## config.mk

```make
export PLATFORM = sky130hd
export DESIGN_NAME = bcd_add_subtract
export DESIGN_NICKNAME = d
export VERILOG_FILES = /design/src/rtl/bcdas_pkg.sv /design/src/rtl/bcdas_cell.sv /design/src/rtl/bcd_add_subtract.sv
export VERILOG_INCLUDE_DIRS = /design/src /design/src/rtl
export SDC_FILE = /design/constraint.sdc
export NUM_CORES = 2
export LEC_CHECK = 0
export ABC_AREA = 1
export BUFFER_PORTS_ARGS = -buffer_cell sky130_fd_sc_hd__buf_2
export CORE_AREA = 2 2 495 497
export CTS_CLUSTER_SIZE = 40
export DETAILED_ROUTE_END_ITERATION = 6
export DIE_AREA = 0 0 497 499
export GPL_ROUTABILITY_DRIVEN = 0
export GPL_TIMING_DRIVEN = 0
export PLACE_DENSITY = 0.66
export SLEW_MARGIN = 20
export SYNTH_ARGS = -nofsm -noshare
export SYNTH_HDL_FRONTEND = slang
export SYNTH_SLANG_ARGS = --single-unit
```

## constraint.sdc

```tcl
create_clock -name clk -period 27.7 [get_ports clk]
set_input_delay 1.385 -clock clk [delete_from_list [all_inputs] [get_ports clk]]
set_output_delay 1.385 -clock clk [all_outputs]
set_load 0.05 [all_outputs]
```

## src/rtl/bcd_add_subtract_defines.svh

```systemverilog
// ----------------------------------------------------------------------------
// BCD adder/subtractor assertion macros
// Shared property forms for the checks in the BCD add/subtract block.
// ----------------------------------------------------------------------------
`ifndef BCD_ADD_SUBTRACT_DEFINES_SVH
`define BCD_ADD_SUBTRACT_DEFINES_SVH

// The consequent must hold in the same cycle as the antecedent.
`define BCDAS_ASSERT_SAME(label, ante, cons) \
    label: assert property (@(posedge clk) disable iff (!rst_n) (ante) |-> (cons)) \
        else $error("bcd_add_subtract: same-cycle check failed");

// The consequent must hold in the cycle after the antecedent.
`define BCDAS_ASSERT_NEXT(label, ante, cons) \
    label: assert property (@(posedge clk) disable iff (!rst_n) (ante) |=> (cons)) \
        else $error("bcd_add_subtract: next-cycle check failed");

`endif

```

## src/rtl/bcdas_pkg.sv

```systemverilog
// ----------------------------------------------------------------------------
// BCD add/subtract package
// Widths, status codes and item types shared by the digit cells and the top.
// ----------------------------------------------------------------------------
package bcdas_pkg;

    // Number of digit positions handled by the block (1 to 16).
    localparam int DIGITS  = 16;
    localparam int NIB_W   = 4;
    localparam int MAX_DIG = 16;
    localparam int DATA_W  = NIB_W * MAX_DIG;
    localparam int LEN_W   = 5;
    // Results enter each cell chain at the top nibble; this realigns them.
    localparam int ALIGN_SHIFT = NIB_W * (MAX_DIG - DIGITS);

    localparam logic [LEN_W-1:0] DIGITS_LEN = LEN_W'(DIGITS);

    localparam logic [1:0] ST_OK    = 2'd0;
    localparam logic [1:0] ST_EMPTY = 2'd1;
    localparam logic [1:0] ST_DIGIT = 2'd2;

    typedef struct packed {
        logic [DATA_W-1:0] a_digits;
        logic [LEN_W-1:0]  a_len;
        logic [DATA_W-1:0] b_digits;
        logic [LEN_W-1:0]  b_len;
    } bcdas_op_t;

    typedef struct packed {
        logic [1:0]        status;
        logic [DATA_W-1:0] sum_digits;
        logic              sum_carry;
        logic [LEN_W-1:0]  sum_len;
        logic [DATA_W-1:0] diff_digits;
        logic [LEN_W-1:0]  diff_len;
        logic              diff_negative;
    } bcdas_res_t;

    // Work in flight between two neighboring cells.
    typedef struct packed {
        logic [DATA_W-1:0] a_dig;
        logic [DATA_W-1:0] b_dig;
        logic [LEN_W-1:0]  a_rem;
        logic [LEN_W-1:0]  b_rem;
        logic [LEN_W-1:0]  m_rem;
        logic [LEN_W-1:0]  pos;
        logic              a_len_bad;
        logic              a_bad;
        logic              b_len_bad;
        logic              b_bad;
        logic [LEN_W-1:0]  max_len;
        logic              carry;
        logic              carry_top;
        logic [DATA_W-1:0] sum;
        logic              borrow_ab;
        logic [DATA_W-1:0] diff_ab;
        logic [LEN_W-1:0]  dlen_ab;
        logic              borrow_ba;
        logic [DATA_W-1:0] diff_ba;
        logic [LEN_W-1:0]  dlen_ba;
    } bcdas_stage_t;

endpackage

```

## src/rtl/bcdas_cell.sv

```systemverilog
// ----------------------------------------------------------------------------
// BCD add/subtract digit cell
// Works one decimal digit of an item and hands the item to the next cell.
// ----------------------------------------------------------------------------
module bcdas_cell
    import bcdas_pkg::*;
(
    input  logic         clk,
    input  logic         rst_n,
    input  logic         load,
    input  logic         up_valid,
    input  bcdas_stage_t up_item,
    output logic         valid,
    output bcdas_stage_t item
);

    logic         valid_reg;
    bcdas_stage_t item_reg;
    bcdas_stage_t item_next;

    // One decimal digit of x minus (y plus borrow in); returns {borrow, digit}.
    function automatic logic [NIB_W:0] sub_digit(input logic [NIB_W-1:0] x,
                                                 input logic [NIB_W-1:0] y,
                                                 input logic             bin);
        logic [NIB_W:0] xe;
        logic [NIB_W:0] ye;
        xe = {1'b0, x};
        ye = {1'b0, y} + {{NIB_W{1'b0}}, bin};
        if (xe < ye)
        begin
            sub_digit = {1'b1, NIB_W'(xe + (NIB_W+1)'(10) - ye)};
        end
        else
        begin
            sub_digit = {1'b0, NIB_W'(xe - ye)};
        end
    endfunction

    always_comb
    begin
        logic [NIB_W-1:0] ad;
        logic [NIB_W-1:0] bd;
        logic [NIB_W:0]   s;
        logic [NIB_W-1:0] sd;
        logic             c;
        logic [NIB_W:0]   dab;
        logic [NIB_W:0]   dba;

        item_next = up_item;

        // Digits at or above an operand's length count as zero.
        ad = (up_item.a_rem != '0) ? up_item.a_dig[NIB_W-1:0] : '0;
        bd = (up_item.b_rem != '0) ? up_item.b_dig[NIB_W-1:0] : '0;

        item_next.a_dig = up_item.a_dig >> NIB_W;
        item_next.b_dig = up_item.b_dig >> NIB_W;
        item_next.a_rem = (up_item.a_rem != '0) ? up_item.a_rem - 1'b1 : '0;
        item_next.b_rem = (up_item.b_rem != '0) ? up_item.b_rem - 1'b1 : '0;
        item_next.m_rem = (up_item.m_rem != '0) ? up_item.m_rem - 1'b1 : '0;
        item_next.pos   = up_item.pos + 1'b1;

        item_next.a_bad = up_item.a_bad |
                          ((up_item.a_rem != '0) && (up_item.a_dig[NIB_W-1:0] > 4'd9));
        item_next.b_bad = up_item.b_bad |
                          ((up_item.b_rem != '0) && (up_item.b_dig[NIB_W-1:0] > 4'd9));

        s = {1'b0, ad} + {1'b0, bd} + {{NIB_W{1'b0}}, up_item.carry};
        if (s > (NIB_W+1)'(9))
        begin
            sd = NIB_W'(s - (NIB_W+1)'(10));
            c  = 1'b1;
        end
        else
        begin
            sd = NIB_W'(s);
            c  = 1'b0;
        end
        item_next.carry = c;
        item_next.sum   = {sd, up_item.sum[DATA_W-1:NIB_W]};
        if (up_item.m_rem == LEN_W'(1))
        begin
            item_next.carry_top = c;
        end

        dab = sub_digit(ad, bd, up_item.borrow_ab);
        dba = sub_digit(bd, ad, up_item.borrow_ba);
        item_next.borrow_ab = dab[NIB_W];
        item_next.borrow_ba = dba[NIB_W];
        item_next.diff_ab   = {dab[NIB_W-1:0], up_item.diff_ab[DATA_W-1:NIB_W]};
        item_next.diff_ba   = {dba[NIB_W-1:0], up_item.diff_ba[DATA_W-1:NIB_W]};
        if (dab[NIB_W-1:0] != '0)
        begin
            item_next.dlen_ab = up_item.pos + 1'b1;
        end
        if (dba[NIB_W-1:0] != '0)
        begin
            item_next.dlen_ba = up_item.pos + 1'b1;
        end
    end

    always_ff @(posedge clk or negedge rst_n)
    begin
        if (!rst_n)
        begin
            valid_reg <= 1'b0;
        end
        else if (load)
        begin
            valid_reg <= up_valid;
        end
    end

    always_ff @(posedge clk)
    begin
        if (load && up_valid)
        begin
            item_reg <= item_next;
        end
    end

    assign valid = valid_reg;
    assign item  = item_reg;

endmodule

```

## src/rtl/bcd_add_subtract.sv

```systemverilog
// ----------------------------------------------------------------------------
// BCD add/subtract
// Adds two packed BCD numbers and gives the magnitude and sign of their
// difference, one decimal digit per cell along a chain of cells.
// ----------------------------------------------------------------------------
//
//   Channel   Signals                        Direction   Carries
//   op        op_valid, op_stall, op_item    in          two operands
//   res       res_valid, res_stall, res_item out         sum, difference
//
// Each item passes through every digit cell in turn and then through the
// result register between acceptance and its result being shown on res.
// The chain takes a new item every cycle unless res stalls, so the sustained
// rate is one item per cycle; the digit cells set the latency, not the rate.
// Reset clears the valid bits of the cells and of the result register only.
// A stall on res holds the result; empty cells still close up behind it, so
// op_stall rises only when every cell and the result register hold an item.
// ----------------------------------------------------------------------------
`include "bcd_add_subtract_defines.svh"

module bcd_add_subtract
    import bcdas_pkg::*;
(
    input  logic       clk,
    input  logic       rst_n,
    input  logic       op_valid,
    output logic       op_stall,
    input  bcdas_op_t  op_item,
    output logic       res_valid,
    input  logic       res_stall,
    output bcdas_res_t res_item
);

    bcdas_stage_t front;
    bcdas_stage_t cell_item  [DIGITS];
    logic         cell_valid [DIGITS];
    // load[k] lets cell k take a new item; load[DIGITS] is the result register.
    logic         load [DIGITS+1];

    logic         res_valid_reg;
    bcdas_res_t   res_item_reg;
    bcdas_res_t   res_item_next;

    // The length checks and the leading zero test need the whole operand, so
    // they are done once in front of the first cell. The cells then only
    // collect illegal digits along with the arithmetic.
    always_comb
    begin
        logic a_lz;
        logic b_lz;

        a_lz = 1'b0;
        b_lz = 1'b0;
        for (int i = 0; i < DIGITS; i++)
        begin
            if ((op_item.a_len == LEN_W'(i + 1)) &&
                (op_item.a_digits[NIB_W*i +: NIB_W] == '0))
            begin
                a_lz = 1'b1;
            end
            if ((op_item.b_len == LEN_W'(i + 1)) &&
                (op_item.b_digits[NIB_W*i +: NIB_W] == '0))
            begin
                b_lz = 1'b1;
            end
        end

        front.a_dig     = op_item.a_digits;
        front.b_dig     = op_item.b_digits;
        front.a_rem     = op_item.a_len;
        front.b_rem     = op_item.b_len;
        front.max_len   = (op_item.a_len > op_item.b_len) ? op_item.a_len : op_item.b_len;
        front.m_rem     = front.max_len;
        front.pos       = '0;
        front.a_len_bad = (op_item.a_len == '0) || (op_item.a_len > DIGITS_LEN);
        front.b_len_bad = (op_item.b_len == '0) || (op_item.b_len > DIGITS_LEN);
        front.a_bad     = a_lz;
        front.b_bad     = b_lz;
        front.carry     = 1'b0;
        front.carry_top = 1'b0;
        front.sum       = '0;
        front.borrow_ab = 1'b0;
        front.diff_ab   = '0;
        front.dlen_ab   = LEN_W'(1);
        front.borrow_ba = 1'b0;
        front.diff_ba   = '0;
        front.dlen_ba   = LEN_W'(1);
    end

    // A stage may load when it is empty or when its item moves on in the
    // same cycle, which lets bubbles close up under a stalled output.
    always_comb
    begin
        load[DIGITS] = !res_valid_reg || !res_stall;
        for (int k = DIGITS - 1; k >= 0; k--)
        begin
            load[k] = !cell_valid[k] || load[k+1];
        end
    end

    assign op_stall = !load[0];

    generate
        for (genvar k = 0; k < DIGITS; k++)
        begin : g_cell
            if (k == 0)
            begin : g_first
                bcdas_cell u_cell (
                    .clk      (clk),
                    .rst_n    (rst_n),
                    .load     (load[k]),
                    .up_valid (op_valid),
                    .up_item  (front),
                    .valid    (cell_valid[k]),
                    .item     (cell_item[k])
                );
            end
            else
            begin : g_next
                bcdas_cell u_cell (
                    .clk      (clk),
                    .rst_n    (rst_n),
                    .load     (load[k]),
                    .up_valid (cell_valid[k-1]),
                    .up_item  (cell_item[k-1]),
                    .valid    (cell_valid[k]),
                    .item     (cell_item[k])
                );
            end
        end
    endgenerate

    // The final borrow of A minus B tells whether A is the smaller operand;
    // the other chain then already holds the magnitude B minus A.
    always_comb
    begin
        bcdas_stage_t t;
        logic [1:0]   st;

        t = cell_item[DIGITS-1];
        if (t.a_len_bad)
        begin
            st = ST_EMPTY;
        end
        else if (t.a_bad)
        begin
            st = ST_DIGIT;
        end
        else if (t.b_len_bad)
        begin
            st = ST_EMPTY;
        end
        else if (t.b_bad)
        begin
            st = ST_DIGIT;
        end
        else
        begin
            st = ST_OK;
        end

        res_item_next = '0;
        res_item_next.status = st;
        if (st == ST_OK)
        begin
            res_item_next.sum_digits    = t.sum >> ALIGN_SHIFT;
            res_item_next.sum_carry     = t.carry;
            res_item_next.sum_len       = t.max_len + {{(LEN_W-1){1'b0}}, t.carry_top};
            res_item_next.diff_negative = t.borrow_ab;
            res_item_next.diff_digits   = (t.borrow_ab ? t.diff_ba : t.diff_ab) >> ALIGN_SHIFT;
            res_item_next.diff_len      = t.borrow_ab ? t.dlen_ba : t.dlen_ab;
        end
    end

    always_ff @(posedge clk or negedge rst_n)
    begin
        if (!rst_n)
        begin
            res_valid_reg <= 1'b0;
        end
        else if (load[DIGITS])
        begin
            res_valid_reg <= cell_valid[DIGITS-1];
        end
    end

    always_ff @(posedge clk)
    begin
        if (load[DIGITS] && cell_valid[DIGITS-1])
        begin
            res_item_reg <= res_item_next;
        end
    end

    assign res_valid = res_valid_reg;
    assign res_item  = res_item_reg;

    // An empty first cell must always take a new item.
    `BCDAS_ASSERT_SAME(a_first_cell_open, !cell_valid[0], !op_stall)
    // A rejected operand leaves every arithmetic field at zero.
    `BCDAS_ASSERT_SAME(a_error_clears,
        res_valid && (res_item.status != ST_OK),
        (res_item.sum_digits == '0) && (res_item.diff_digits == '0) &&
        (res_item.sum_len == '0) && (res_item.diff_len == '0) &&
        !res_item.sum_carry && !res_item.diff_negative)
    // Good results always have nonzero lengths.
    `BCDAS_ASSERT_SAME(a_lengths_set,
        res_valid && (res_item.status == ST_OK),
        (res_item.sum_len != '0) && (res_item.diff_len != '0))
    // A negative difference cannot have a zero magnitude.
    `BCDAS_ASSERT_SAME(a_negative_nonzero,
        res_valid && (res_item.status == ST_OK) && res_item.diff_negative,
        res_item.diff_digits != '0)
    // A full chain under a held result keeps refusing new items.
    `BCDAS_ASSERT_NEXT(a_full_holds,
        op_stall && res_stall,
        op_stall || !res_stall)

endmodule
```

==> results.sh <==
export IMPL_status="finished clean"
export IMPL_htreeDepth=5
export IMPL_p_per_area_mw_per_mm2=111
export IMPL_post_route_period_util_pct=16.9
export IMPL_die_y_um=499
export IMPL_min_delay_path_class="flip-flop to flip-flop"
export IMPL_syn_avg_cell_area_sq_um=17.3
export IMPL_grt_pass1_vias=54700
export IMPL_routedWlPerCell_um=18.0
export IMPL_yosysWarnings=0
export IMPL_yosysUniqueCellTypes=60
export IMPL_worstSetupStartpointType="input port"
export IMPL_path_clk_slew_ns=0.06
export IMPL_synthCells=6959
export IMPL_setup_ws_ns=23.02
export IMPL_coreArea_sq_mm=0.243
export IMPL_multi_input_area_sq_mm=0.0197
export IMPL_cp_max_fo=5
export IMPL_tns_ns=0
export IMPL_cts_tree="yes"
export IMPL_vias=53900
export IMPL_drive_gt1_share_pct=13.1
export IMPL_place_area_sq_mm=0.129
export IMPL_grt_setup_unrepaired="no"
export IMPL_yosysSeqAreaShare_pct=81.0
export IMPL_cp_required_ns=26.31
export IMPL_crit_chain="buf_2, nand2_1, nor2_2, nand4_2, nor2_4, nand4_2, nor2_2, nand4_2, nor2_4, nand4_1, inv_1, buf_2"
export IMPL_die_area_sq_mm=0.248
export IMPL_synthMuxAreaShare_pct=0.189
export IMPL_area_delta_synth_final_pct=15.1
export IMPL_post_cts_buffers=0
export IMPL_relSlewSlack_pct=37.9
export IMPL_slew_viol_final=0
export IMPL_synthesis_nets=7638
export IMPL_numPortBuffers=285
export IMPL_cts_buffers=330
export IMPL_async_flop_share_pct=0.522
export IMPL_viasPerCell=4.85
export IMPL_crit_path_frequent_cell="nand4_2"
export IMPL_num_nets_final=8357
export IMPL_drc=0
export IMPL_place_ws_ns=22.72
export IMPL_total_power_mw=15.5
export IMPL_io_pins=286
export IMPL_initial_core_util_pct=49.7
export IMPL_synth_flop_cell="edfxtp_1"
export IMPL_peakVddDrop_uv=84.2
export IMPL_largest_reg_flops=2940
export IMPL_leakage_nw=52.5
export IMPL_fin_skew_ns=0.0681
export IMPL_grtUsageTotal_pct=16.3
export IMPL_cts_buffer_depth=4
export IMPL_hpwl_um=143000
export IMPL_cp_end_kind="output pin"
export IMPL_synthAdderAreaFrac_pct=6.19
export IMPL_setup_viol=0
export IMPL_cp_slowest_stage_delay_ns=0.25
export IMPL_drtIter0Drc=3872
export IMPL_hold_buffers=0
export IMPL_design_area_sq_mm=0.139
export IMPL_grt_max_degree=102
export IMPL_cts_sinks=3256
export IMPL_cap_violations=0
export IMPL_cts_resized=0
export IMPL_fin_crit_ns=4.68
export IMPL_slowest_stage="nor2_4"
export IMPL_whs_ns=0.362
export IMPL_rows=181
export IMPL_max_freq_ghz=0.214
export IMPL_die_x_um=497
export IMPL_ys_ff_latch=3256
export IMPL_crit_buf_inv=3
export IMPL_grt_overflow_total=0
export IMPL_clockRootBuffer="clkbuf_16"
export IMPL_ff_latch_area_sq_mm=0.0977
export IMPL_synth_edff_count=3239
export IMPL_synth_compound_area_share_pct=2.49
export IMPL_synth_simple_area_share_pct=5.37
export IMPL_fill_cells=17800
export IMPL_ant_nets=0
export IMPL_path_class="input port to output pin"
export IMPL_synth_top_family_by_area="adder cells"
export IMPL_grt_pass1_wl_um=312000
export IMPL_cp_arrival_ns=3.30
export IMPL_clk_latency_ns=0.95
export IMPL_timing_final_hold_violations=0
export IMPL_grt_antenna_before_repair=20
export IMPL_cp_top_family="simple AND/OR/NAND/NOR gates"
export IMPL_synth_xor_area_share_pct=2.01
export IMPL_netlist_area_sq_mm=0.121
export IMPL_dr_pass1_iters=5
export IMPL_tightest_slew_ns=0.931
export IMPL_wl_um=200000
-- final cells by class --
type / instances / share of cell area (%)
antenna: 6 / 0.0108
buffer: 35 / 0.0991
clock buffer: 385 / 6.18
clock inverter: 180 / 1.05
inverter: 858 / 2.36
multi-input combinational: 2810 / 14.2
sequential: 3256 / 70.3
tap: 3202 / 2.88
timing repair buffer: 387 / 2.88
-- synth_stat cells, types with 5 or more instances --
cell / count / area (sq um)
edfxtp_1: 3239 / 97300
inv_1: 828 / 3110
nand2_1: 584 / 2190
ha_1: 438 / 5480
nor2_1: 424 / 1590
a21oi_1: 252 / 1260
nand3_1: 184 / 921
xor2_1: 144 / 1260
o21ai_0: 141 / 706
xnor2_1: 133 / 1160
fa_1: 99 / 1980
nor3_1: 42 / 210
or2_2: 38 / 238
o21ai_1: 31 / 155
o21bai_1: 31 / 233
clkbuf_1: 30 / 113
inv_2: 29 / 109
or2_1: 27 / 169
nor2_4: 26 / 293
nand3b_1: 19 / 143
dfrtp_1: 17 / 425
nand2_2: 17 / 106
nor4_1: 16 / 100
nand4_1: 15 / 93.8
a31o_2: 14 / 123
a31oi_1: 14 / 87.6
nor2_2: 13 / 81.3
mux2_2: 10 / 113
mux2i_1: 10 / 100
nor3b_1: 8 / 60.1
a21o_1: 7 / 52.6
nand3_2: 6 / 60.1
o21a_1: 6 / 45.0
o21ai_2: 6 / 52.6
a211oi_1: 5 / 37.5
and3_1: 5 / 31.3
-- per-layer routing --
metal / GRT usage, % / wire [um] / part of all wire (%) / vias up
met5: 0 / 55 / 0.028 / -
met4: 6.15 / 6610 / 3.3 / 8
met3: 2.96 / 10200 / 5.1 / 385
met2: 25.4 / 92300 / 46 / 1204
met1: 22.9 / 90700 / 45 / 26000
li1: - / - / - / 26400
-- kinds of logic (layout without fill, tap and decap cells) --
| group | after synthesis | in the layout |
|---|---|---|
| and+or+nand+nor | 1442 | 1442 |
| adders and majority gates | 537 | 537 |
| xor gates and xnor gates | 277 | 277 |
| buffers and inverters | 893 | 1845 |
| muxes | 21 | 21 |
| AOI/OAI and AO/OA | 533 | 533 |
| other | 0 | 6 |
| DFF | 3256 | 3256 |
-- report_power, final --
part	switching (mW)	internal (mW)	leakage, nW	total, mW
Clock	1.71	2.41	4.91	4.12
Combinational	2.31	1.23	15.9	3.54
Sequential	0.398	7.42	31.7	7.81
Total	4.42	11.1	52.5	15.5
-- metrics by stage --
step	utilization, %	std cells
2_1_floorplan	-	6959
3_3_place_gp	52.0	10400
3_5_place_dp	53.1	10500
4_1_cts	57.3	11100
5_1_grt	57.3	11100
6_report	57.3	11100
-- worst register-to-register path: cells and delay by family, from the launching register on --
kind	cells	cell delay, ns
and+or+nand+nor	6	1.20
adders and majority gates	4	0.95
AOI/OAI and AO/OA	2	0.56
DFF	1	0.43
xor gates and xnor gates	2	0.34
buffers and inverters	3	0.32
-- placed cells by master (no fill, tap or decap), types with 38 or more instances in the layout --
master,n
edfxtp_1,3239
inv_1,820
nand2_1,584
ha_1,438
nor2_1,422
clkbuf_16,335
buf_2,287
a21oi_1,247
nand3_1,184
xor2_1,144
o21ai_0,141
xnor2_1,133
fa_1,99
buf_16,81
clkbuf_1,78
clkinv_1,74
clkinv_2,55
nor3_1,42
or2_2,38
-- final timing paths --
kind | from | end | slack (ns) | cells after the start
worst max-delay path | res_stall | op_stall | 23.02 | 12
worst min-delay path | g_cell[8].g_next.u_cell.item[130] | g_cell[9].g_next.u_cell.item[126] | 0.36 | 0
worst max register to register | g_cell[9].g_next.u_cell.item[225] | g_cell[10].g_next.u_cell.item[73] | 23.64 | 17
worst min register to register | g_cell[8].g_next.u_cell.item[130] | g_cell[9].g_next.u_cell.item[126] | 0.36 | 0
max in group asynchronous | rst_n | g_cell[7].g_next.u_cell.valid | 27.03 | 1
min in group asynchronous | rst_n | g_cell[5].g_next.u_cell.valid | 0.39 | 1
(Power assumes the default switching activity.)
